==> src/sv/assert_macros.svh <==
// ----------------------------------------------------------------------------
// Assertion macros
// Shared concurrent assertion wrappers for the RTL.
// ----------------------------------------------------------------------------
`ifndef ASSERT_MACROS_SVH
`define ASSERT_MACROS_SVH
`ifndef ASSERT_OFF
`define ASSERT_IMPL(label, clk, rst_n, prop, msg) \
    label: assert property (@(posedge clk) disable iff (!rst_n) prop) else $error(msg);
`define ASSERT_NEXT(label, clk, rst_n, ante, cons, msg) \
    label: assert property (@(posedge clk) disable iff (!rst_n) (ante) |=> (cons)) \
        else $error(msg);
`else
`define ASSERT_IMPL(label, clk, rst_n, prop, msg)
`define ASSERT_NEXT(label, clk, rst_n, ante, cons, msg)
`endif
`endif

==> src/sv/cfsp_pkg.sv <==
// ----------------------------------------------------------------------------
// Class file stream parser package
// Types and constants shared by the parser modules.
// ----------------------------------------------------------------------------
package cfsp_pkg;
    localparam int POOL_DEPTH_DEFAULT = 4096;
    localparam int QUEUE_DEPTH = 4;

    localparam logic [3:0] K_BAD_MAGIC = 4'd0;
    localparam logic [3:0] K_CAP_ERR   = 4'd1;
    localparam logic [3:0] K_MINOR     = 4'd2;
    localparam logic [3:0] K_MAJOR     = 4'd3;
    localparam logic [3:0] K_PCOUNT    = 4'd4;
    localparam logic [3:0] K_PENTRY    = 4'd5;
    localparam logic [3:0] K_TEXT      = 4'd6;
    localparam logic [3:0] K_UNK_TAG   = 4'd7;
    localparam logic [3:0] K_ACCESS    = 4'd8;
    localparam logic [3:0] K_MCOUNT    = 4'd11;
    localparam logic [3:0] K_MHEAD     = 4'd12;
    localparam logic [3:0] K_CHEAD     = 4'd13;
    localparam logic [3:0] K_CBYTE     = 4'd14;
    localparam logic [3:0] K_DONE      = 4'd15;

    localparam logic [31:0] MAGIC = 32'hCAFEBABE;

    typedef struct packed {
        logic [3:0]  kind;
        logic [7:0]  tag;
        logic [15:0] index;
        logic [31:0] offset;
        logic [63:0] value;
    } t_event;

    localparam int EVENT_W = $bits(t_event);
endpackage

==> src/sv/cfsp_fifo.sv <==
// ----------------------------------------------------------------------------
// Event queue
// Short register queue that separates the parser from the result port.
// ----------------------------------------------------------------------------
module cfsp_fifo
    import cfsp_pkg::*;
#(
    parameter int DEPTH = QUEUE_DEPTH
) (
    input  logic   i_clk,
    input  logic   i_rst_n,
    input  logic   i_push,
    input  t_event i_data,
    output logic   o_full,
    output logic   o_empty,
    input  logic   i_pop,
    output t_event o_data
);
    localparam int AW = $clog2(DEPTH);

    t_event          r_buf [DEPTH];
    logic [AW-1:0]   r_wp, r_rp;
    logic [AW:0]     r_cnt;
    logic            w_do_push, w_do_pop;

    assign o_full    = (r_cnt == (AW+1)'(DEPTH));
    assign o_empty   = (r_cnt == '0);
    assign o_data    = r_buf[r_rp];
    assign w_do_push = i_push && !o_full;
    assign w_do_pop  = i_pop && !o_empty;

    always_ff @(posedge i_clk) begin
        if (w_do_push) begin
            r_buf[r_wp] <= i_data;
        end
    end

    always_ff @(posedge i_clk) begin
        if (!i_rst_n) begin
            r_wp  <= '0;
            r_rp  <= '0;
            r_cnt <= '0;
        end else begin
            if (w_do_push) begin
                r_wp <= (r_wp == AW'(DEPTH - 1)) ? '0 : r_wp + 1'b1;
            end
            if (w_do_pop) begin
                r_rp <= (r_rp == AW'(DEPTH - 1)) ? '0 : r_rp + 1'b1;
            end
            r_cnt <= r_cnt + (AW+1)'(w_do_push) - (AW+1)'(w_do_pop);
        end
    end
endmodule

==> config.mk <==
export PLATFORM = sky130hd
export DESIGN_NAME = cfsp_fifo
export DESIGN_NICKNAME = d
export VERILOG_FILES = /design/src/sv/assert_macros.svh /design/src/sv/cfsp_pkg.sv /design/src/sv/cfsp_fifo.sv
export SDC_FILE = /design/constraint.sdc
export NUM_CORES = 1
export LEC_CHECK = 0
export ABC_CLOCK_PERIOD_IN_PS = 6950
export BUFFER_PORTS_ARGS = -buffer_cell sky130_fd_sc_hd__buf_2
export CAP_MARGIN = 25
export CORE_MARGIN = 4
export CORE_UTILIZATION = 35
export CTS_CLUSTER_DIAMETER = 200
export CTS_CLUSTER_SIZE = 24
export DETAILED_ROUTE_END_ITERATION = 7
export PLACE_DENSITY = 0.52
export SLEW_MARGIN = 40
export SYNTH_ARGS = -nofsm -noshare
export SYNTH_HDL_FRONTEND = slang
export SYNTH_SLANG_ARGS = --single-unit
==> constraint.sdc <==
create_clock -name i_clk -period 6.95 [get_ports i_clk]
set_clock_uncertainty 0.05 [all_clocks]
set_input_delay 0.695 -clock i_clk [delete_from_list [all_inputs] [get_ports i_clk]]
set_output_delay 0.695 -clock i_clk [all_outputs]
set_load 0.05 [all_outputs]
==> results of run 1 <==
-- worst max-delay path by stage --
stage | cells after the start | to | startpoint
global route | 3 | o_data[28] | flip-flop
global placement | 4 | r_buf[2][105] | i_push
CTS | 3 | o_data[80] | flip-flop
finish | 3 | o_data[28] | flip-flop
detailed placement | 3 | o_data[80] | flip-flop
floorplan | 3 | r_buf[0][0] | i_push
-- registers in the layout (all words and copies together), names as in the netlist, named ones only --
name	count
r_buf	496
r_cnt	3
r_rp	2
r_wp	2
-- metal layers --
metal	GRT usage [%]	share of wire (%)
met3	4.08	7.6
met5	0	0.31
met4	2.25	1.7
met1	17.4	42
met2	20.5	48
-- kinds of logic (layout without fill, tap and decap cells) --
group	Yosys count	count (layout)	share of synthesized area, %
adder cells (fa/ha/maj)	8	8	0.586
buffers and inverters	37	310	1.18
AO/OA/AOI/OAI	3	3	0.0955
AND/OR/NAND/NOR	20	20	0.559
XOR/XNOR	2	2	0.0955
flip-flops	505	505	82.2
other	0	4	0
multiplexers	126	126	15.3
-- layout make-up --
| cell class | count | area, sq um |
|---|---|---|
| clock buffer | 35 | 663 |
| clock inverter | 2 | 38.8 |
| inverter | 7 | 26.3 |
| sequential | 505 | 15100 |
| tap | 680 | 851 |
| multi-input combinational | 159 | 3070 |
| fill | 4518 | 30400 |
| antenna | 4 | 10.0 |
| timing repair buffer | 266 | 1460 |
-- stage by stage --
step | hold WS [ps] | power [uW] | setup WS [ps]
6_report | 276 | 8030 | 3340
5_1_grt | 237 | 8400 | 3150
4_1_cts | 229 | 8190 | 3160
3_5_place_dp | 436 | 6590 | 3860
3_3_place_gp | 432 | 6570 | 3530
2_1_floorplan | 418 | 5940 | 2470
-- worst max-delay path, cell delays in order, from the launching register on --
cell	delay (ps)
dfxtp_4	850
buf_4	700
mux4_2	450
buf_2	240
-- cells in the mapped netlist --
master / n / share of area [%]
nor3b_1: 1 / 0.041
and2_1: 7 / 0.24
nand2_1: 6 / 0.12
xnor2_1: 2 / 0.095
inv_1: 7 / 0.14
ha_1: 7 / 0.48
nor3_1: 1 / 0.027
buf_6: 8 / 0.49
edfxtp_1: 496 / 81
nand3_1: 2 / 0.055
clkbuf_1: 8 / 0.16
dfxtp_1: 9 / 0.98
mux4_2: 124 / 15
o31ai_1: 1 / 0.041
nor2b_1: 1 / 0.034
o21ai_0: 2 / 0.055
mux2i_1: 2 / 0.11
nor2_1: 2 / 0.041
fa_1: 1 / 0.11
buf_2: 14 / 0.38
-- power breakdown --
| group | leakage, uW | internal [uW] | switching (uW) | total, uW |
|---|---|---|---|---|
| logic | 0.00190 | 776 | 1860 | 2640 |
| clock network | 0.000336 | 677 | 904 | 1580 |
| registers | 0.00462 | 3700 | 116 | 3810 |
==> impl_results.md, run 1 <==
* Detailed Route WL at 37.1 mm
* Syn-to-layout area delta at 15.5%
* Inst Count DP at between 1500 and 2000
* DR WL/cell at 22.4 microns
* Max-slew violation count at 0
* Global-route usage over all layers at 12.7%
* Grt ovf at 0
* ANT nets after route at 0
* Fin util at 41.1%
* Post-CTS setup buffers at 0
* Sequential-to-total area share from yosys stat at approximately 82%
* Status: finished clean
* Warnings from Yosys at 0
* FF-to-FF path depth at 4
* Hold endpoint: r_buf[3][18]
* Most common cell after layout, fill and taps aside: edfxtp_1
* Crit path max fanout at 46
* Seq cells post-synth at 505
* Residual DRC at 0
* Startpoint type of the worst setup path: flip-flop
* Max cap viols at 0
* Synth Instances at 701
* Max Root-Sink Buffers at 3
* HPWL after DPL at 22.5 mm
* Initial antenna violation count at 13
* CTS Hold Bufs at 0
* Slew HR at 46.6%
* Routability Congestion at between 0.6 and 0.7
* CORE AREA at 51600 sq um
* Layout cell share with drive strength beyond 1 at 43.4%
* H-tree Lvls at 1
* Root buffer cell: clkbuf_16
* HP Class: input port to flip-flop
* Final setup fails at 0
* Most frequent cells in the layout: edfxtp_1 (496), buf_2 (253), mux4_2 (124)
* Starting Density at approximately 36%
* Non-Filler Instances at around 1700
* Fin area at between 20000 and 25000 sq um
* Die W at 237 microns
* CTS clk-pin slew, worst paths at 100 ps
* Worst reg2reg endpoint: r_buf[2][70]
* RSZ-0062 raised after global routing: no
* Final net count at 1100
* Via count at 8021
* Worst hold stages at 1
* CTS tree: built
* Post-CTS sizing at 0
* Unique masters post-synth at 20
* Global-route wire length before repair at 55.0 mm
* Synthesized area per cell at between 20 and 30 sq um
* Crit end category: output pin
* Final hold viol count at 0
* Worst R2R Start: r_cnt[2]
* Max Freq at 277 MHz
* Die H at 237 microns
* Leakage at 0.00685 uW
* CTS buffer count at 25
* Placed Instance Area at 20500 sq um
* Vias in the first global route at between 8000 and 9000
* Final period util at about half
* Synth Cell Area at between 15000 and 20000 sq um
* Hold_sp: i_data[18]
* Initial DRC count at 455
* Ports at 254
* Peak supply drop at around 0.23 mV
* Synth Net Count at between 800 and 900
* WP data required at just over 6000 ps
* Die area at 56200 sq um
* R2r setup slk at roughly 4200 ps
* DR vias/cell at 4.84
* Site Rows at between 80 and 90
* Final min period at 3610 ps
* Power Density at 379 nW/um^2
* Slew at the pin with the worst max-slew slack at 800 ps
* Crit Path Class: flip-flop to output pin
* Clock sink count at 505
* Pin count of the biggest net entering global routing at 125
* Clk_lat worst skew at between 500 and 600 ps
* Crit path arrival time at 2870 ps
* Number of buffers added on ports at between 200 and 300
* TNS Setup at 0 ps
* Detailed Routing Iterations Pass 1 at 5
Power figures use the tool's default switching activity.
==> run 2: changes to the inputs <==
--- a/config.mk
+++ b/config.mk
@@ -5,7 +5,8 @@
 export SDC_FILE = /design/constraint.sdc
 export NUM_CORES = 1
 export LEC_CHECK = 0
-export ABC_CLOCK_PERIOD_IN_PS = 6950
+export ABC_AREA = 1
+export ABC_CLOCK_PERIOD_IN_PS = 3700
 export BUFFER_PORTS_ARGS = -buffer_cell sky130_fd_sc_hd__buf_2
 export CAP_MARGIN = 25
 export CORE_MARGIN = 4
==> constraint.sdc (replaced) <==
create_clock -name i_clk -period 3.7 [get_ports i_clk]
set_clock_uncertainty 0.05 [all_clocks]
set_input_delay 0.37 -clock i_clk [delete_from_list [all_inputs] [get_ports i_clk]]
set_output_delay 0.37 -clock i_clk [all_outputs]
set_load 0.05 [all_outputs]
==> impl_results.md, run 2 <==
* Status: finished clean
* Most common cell in the synthesized netlist: edfxtp_1
* Seq cells post-synth at 505
* R2r setup slk at 1340 ps
* H-tree Lvls at 1
* Power Density at 742 nW/um^2
* Die W at 240 microns
* Worst R2R Start: r_cnt[1]
* Global-route usage over all layers at 14.8%
* Top area cells in the synthesized netlist: edfxtp_1 (79%), nor2_1 (5.2%), o22ai_1 (4.1%)
* Switching power at between 7000 and 8000 uW
* Most frequent cells in the layout: edfxtp_1 (496), nor2_1 (259), buf_2 (253)
* Synth Flop Type: edfxtp_1
* Hold_sp: i_pop
* Final setup fails at 0
* Routability Congestion at 0.724
* Clk_lat worst skew at 560 ps
* Slew at the pin with the worst max-slew slack at 719 ps
* Initial antenna violation count at 4
* Most common cell after layout, fill and taps aside: edfxtp_1
* TNS Setup at 0 ps
* Initial DRC count at 716
* DR vias/cell at 4.90
* Crit Path Class: flip-flop to output pin
* Register share of total power at a little over two fifths
* CP max stage delay at 670 ps
* Combinational share of power at between 40% and 50%
* Global-route wire length before repair at 67.2 mm
* Root buffer cell: clkbuf_16
* Worst Slack Setup Final at ~600 ps
* Layout cell share with drive strength beyond 1 at 19.0%
* Final period util at 83.9%
* Met1 Use GR at 20.7%
* Cell taking the most area after synthesis: edfxtp_1
* Largest regs: r_buf x496, r_cnt x3
* Die H at 240 microns
* Crit path arrival time at 2680 ps
* Synth Cell Area at 18900 sq um
* GR Layer Usage met2 at around a quarter
* Detailed Route WL at 44.3 mm
* Max Root-Sink Buffers at 3
* Max cap viols at 0
* RSZ-0062 raised after global routing: no
* Synth top cells by count: edfxtp_1 (496), nor2_1 (263), o21ai_0 (141)
* DR WL/cell at 19.2 microns
* Crit end category: output pin
* Post-synth EDFFs at 496
* Peak supply drop at 0.446 mV
* Syn-to-layout area delta at 20.9%
* Startpoint type of the worst setup path: flip-flop
* Ports at roughly 250
* CORE AREA at roughly 53000 sq um
* HPWL after DPL at between 20 and 25 mm
* CP cell instances: buf_12, o21ai_0, o22ai_1, buf_2
* CTS tree: built
* Detailed Routing Iterations Pass 1 at 4
* Switching share of power at 42.4%
* Grt ovf at 0
* Ys async rst share at 0%
* FF-to-FF path depth at 5
* Crit path max fanout at 136
* Synth Net Count at between 1000 and 1500
* Clock Power Share at 17.5%
* Worst hold stages at 4
* Site Rows at 84
* Warnings from Yosys at 0
* Final net count at around 1700
* Number of buffers added on ports at 253
* Most flop-heavy register: r_buf
* P_int at approximately 9800 uW
* WP data required at between 3000 and 4000 ps
* Place WS at 1220 ps
* Met3 Usage GRT at 3.28%
* Leakage at 0.00784 uW
* Max Freq at 322 MHz
* Synth Instances at 1264
* ANT nets after route at 0
* CTS clk-pin slew, worst paths at 90 ps
* Grt peak-use layer: met2
* CP max stage cell: dfxtp_4
* Pin count of the biggest net entering global routing at 137
* Slew HR at 52.1%
* Clock sink count at 505
* Residual DRC at 0
* Post-CTS sizing at 0
* Final hold viol count at 0
* HP Class: input port to flip-flop
* Number of flip-flops in the largest register at 496
* Sequential-to-total area share from yosys stat at roughly 80%
* Post-synth top area share at 78.9%
* Die area at 57700 sq um
* Worst reg2reg endpoint: r_buf[2][87]
* Vias in the first global route at 11200
* CTS buffer count at 25
* Unique masters post-synth at 22
* Starting Density at 35.7%
* Final min period at about 3100 ps
* Via count at about 11000
* Synthesized area per cell at between 10 and 15 sq um
* Max-slew violation count at 0
## run 2: cell types whose count changed after synthesis, sizes merged, moves of 7 or more
cell    previous run  this run
and2               7         0
buf               22        52
clkbuf             8        28
inv                7        17
mux4             124         0
nand2              6        13
nor2               2       263
o21ai              2       248
o22ai              0       124
## run 2: how the worst max path moves through the flow
stage,startpoint,to,slack (ps)
global route,flip-flop,o_data[52],460
floorplan,r_cnt[1],r_buf[0][0],-720
CTS,flip-flop,o_data[113],590
global placement,flip-flop,o_data[73],1260
finish,flip-flop,o_data[73],600
detailed placement,flip-flop,o_data[113],1220
## run 2: critical path: cells and delay by family, from the launching register on
family | cells | cell delay, ps
AOI/OAI and AO/OA | 2 | 450
buffers and inverters | 2 | 730
DFF | 1 | 670
## run 2: per-stage QoR
step / power (uW) / hold slack [ps] / util [%] / area [sq um] / instances
5_1_grt: 17800 / 100 / 43.1 / 22800 / 2307
6_report: 17000 / 79.4 / 43.1 / 22800 / 2307
2_1_floorplan: 12300 / 413 / - / 18900 / 1264
4_1_cts: 17200 / 49.2 / 43.1 / 22800 / 2305
3_5_place_dp: 14100 / 476 / 39.4 / 20900 / 2145
3_3_place_gp: 14100 / 465 / 39.4 / 20900 / 2145
## run 2: power by group through the flow
stage          clock (uW)  combinational (uW)  sequential (uW)
2_1_floorplan           0                5040             7300
3_3_place_gp            0                6760             7320
3_5_place_dp            0                6810             7330
4_1_cts              3090                6930             7200
5_1_grt              3310                7290             7250
6_report             2960                6790             7190
## run 2: layout make-up
class / instances / area (sq um)
fill: 4858 / 30100
sequential: 505 / 15100
multi-input combinational: 662 / 3230
timing repair buffer: 398 / 2890
tap: 688 / 861
clock buffer: 34 / 659
inverter: 17 / 73.8
clock inverter: 1 / 30.0
antenna: 2 / 5.00
## run 2: cells by family (layout without fill, tap and decap cells)
kind of cell / count (synthesis) / in the layout / synth area share (%)
adder cells (fa/ha/maj): 8 / 8 / 0.570
other: 0 / 2 / 0
AO/OA/AOI/OAI: 374 / 374 / 10.7
buffers and inverters: 97 / 450 / 3.25
flip-flops: 505 / 505 / 79.8
XOR/XNOR: 1 / 1 / 0.0464
AND/OR/NAND/NOR: 279 / 279 / 5.58
## run 2: what timing repair did
action                                 CTS  global route
setup buffers                            0             0
hold buffers                           125             0
endpoints found under the hold margin  497             0
## run 2: routing by layer
metal  vias up  part of all wire, %
met1      5593                   46
met5         -                0.032
met2       236                   47
met4         4                  1.6
li1       5438                    -
met3        40                  5.4
==> run 3: changes to the inputs <==
--- a/config.mk
+++ b/config.mk
@@ -6,7 +6,7 @@
 export NUM_CORES = 1
 export LEC_CHECK = 0
 export ABC_AREA = 1
-export ABC_CLOCK_PERIOD_IN_PS = 3700
+export ABC_CLOCK_PERIOD_IN_PS = 2650
 export BUFFER_PORTS_ARGS = -buffer_cell sky130_fd_sc_hd__buf_2
 export CAP_MARGIN = 25
 export CORE_MARGIN = 4
@@ -14,7 +14,7 @@
 export CTS_CLUSTER_DIAMETER = 200
 export CTS_CLUSTER_SIZE = 24
 export DETAILED_ROUTE_END_ITERATION = 7
-export PLACE_DENSITY = 0.52
+export PLACE_DENSITY = 0.54
 export SLEW_MARGIN = 40
 export SYNTH_ARGS = -nofsm -noshare
 export SYNTH_HDL_FRONTEND = slang
==> constraint.sdc (replaced) <==
create_clock -name i_clk -period 2.65 [get_ports i_clk]
set_clock_uncertainty 0.05 [all_clocks]
set_input_delay 0.265 -clock i_clk [delete_from_list [all_inputs] [get_ports i_clk]]
set_output_delay 0.265 -clock i_clk [all_outputs]
set_load 0.05 [all_outputs]
==> impl_results.md, run 3 (same netlist as run 2, synthesis figures left out) <==
* Status: finished clean
* Leakage at 0.00793 uW
* DR WL met3 at roughly 2.3 mm
* Crit path max fanout at 51
* DR WL/cell at between 15 and 20 microns
* Global-route usage over all layers at 14.4%
* DR vias/cell at 4.90
* Max cap viols at 0
* Startpoint type of the worst setup path: flip-flop
* Starting Density at 35.7%
* Max-slew violation count at 0
* Via count at 11400
* Ports at 254
* Crit end category: output pin
* Layout cell share with drive strength beyond 1 at roughly 20%
* Initial antenna violation count at 3
* CTS clk-pin slew, worst paths at 100 ps
* Most frequent cells in the layout: edfxtp_1 (496), nor2_1 (258), buf_2 (242)
* HP Class: input port to flip-flop
* Max Root-Sink Buffers at 3
* Final min period at 2580 ps
* Grt ovf at 0
* Site Rows at 84
* Peak supply drop at 0.787 mV
* Final setup fails at 0
* Clk_lat worst skew at 580 ps
* ANT nets after route at 0
* Final hold viol count at 0
* RSZ-0062 raised after global routing: yes
* CTS tree: built
* Die H at 240 microns
* Routed wl met2 at roughly 21 mm
* Slew HR at 65.3%
* Final net count at 1754
* Die W at 240 microns
* Residual DRC at 0
* Crit Path Class: flip-flop to output pin
* Global-route wire length before repair at about 65 mm
* Final period util at a little over nine tenths
* Detailed Route WL at 43.8 mm
* Crit-path leading delay family: buffers and inverters
* Number of buffers added on ports at 253
* Vias in the first global route at 11100
* Buf/Inv on CP at 3
* Slew at the pin with the worst max-slew slack at around 520 ps
* TNS Setup at 0 ps
* CP cell instances: clkinv_8, buf_12, o21ai_0, o22ai_1, clkbuf_4
* WP data required at 2340 ps
* Number of flip-flops in the largest register at between 400 and 500
* CP max stage cell: dfxtp_4
* Clock sink count at ~510
* H-tree Lvls at 1
* M1 WL at 20.2 mm
* Root buffer cell: clkbuf_16
* Die area at 57700 sq um
* Power Density at 1040 nW/um^2
* Crit path arrival time at 2270 ps
* CP max stage delay at 420 ps
* Highest routed layer: met5
* Pin count of the biggest net entering global routing at 107
* HPWL after DPL at 24.1 mm
* Largest regs: r_buf x496, r_cnt x3
* Most common cell after layout, fill and taps aside: edfxtp_1
* Total power draw at between 20000 and 25000 uW
* Detailed Routing Iterations Pass 1 at 5
* Max Freq at 387 MHz
* CORE AREA at 53000 sq um
* Most flop-heavy register: r_buf
* Initial DRC count at about 670
* Syn-to-layout area delta at 22.1%
* CTS buffer count at 25
* Routability Congestion at 0.712
-- run 3: area by class of cell --
cell class / instances / area (sq um)
Tap cell: 688 / 861
Antenna cell: 2 / 5.00
Clock inverter: 2 / 38.8
Fill cell: 4852 / 29900
Multi-Input combinational cell: 662 / 3240
Sequential cell: 505 / 15100
Clock buffer: 35 / 663
Inverter: 17 / 78.8
Timing Repair Buffer: 407 / 3080
-- run 3: timing repair --
action,in CTS,in global routing
hold buffers,127,0
resized for setup,5,16
hold endpoints to repair,505,0
cloned,0,1
setup buffers,1,0
pin swaps,0,1
setup endpoints to repair,11,46
-- run 3: path summary, 6_finish.rpt --
| kind | cells after the start | end | from | slack [ps] |
|---|---|---|---|---|
| worst max-delay path | 5 | o_data[118] | flip-flop | 70 |
| worst min-delay path | 2 | r_buf[0][27] | i_data[27] | 380 |
| worst max register to register | 10 | r_cnt[2] | r_cnt[1] | 660 |
| worst min register to register | 2 | flip-flop | r_rp[1] | 480 |
-- run 3: per-layer routing --
metal	up-vias	track usage, %
li1	5441	-
met1	5631	20.5
met2	248	23.4
met3	46	2.79
met4	2	2.40
met5	-	0
-- run 3: metrics by stage --
stage / cell area [sq um] / utilization (%) / hold slack [ps] / std cells / setup slack [ps]
2_1_floorplan: 18900 / - / 308 / 1264 / -258
3_3_place_gp: 21000 / 39.6 / 427 / 2150 / 614
3_5_place_dp: 21000 / 39.6 / 432 / 2150 / 583
4_1_cts: 23000 / 43.4 / 336 / 2315 / 9.06
5_1_grt: 23100 / 43.5 / 353 / 2318 / -34.5
6_report: 23100 / 43.5 / 382 / 2318 / 68.4
-- run 3: report_power, final --
part	internal, uW	switching [uW]	leakage, uW
sequential	9760	254	0.00462
clock	1770	2390	0.000336
combinational	2320	7490	0.00298
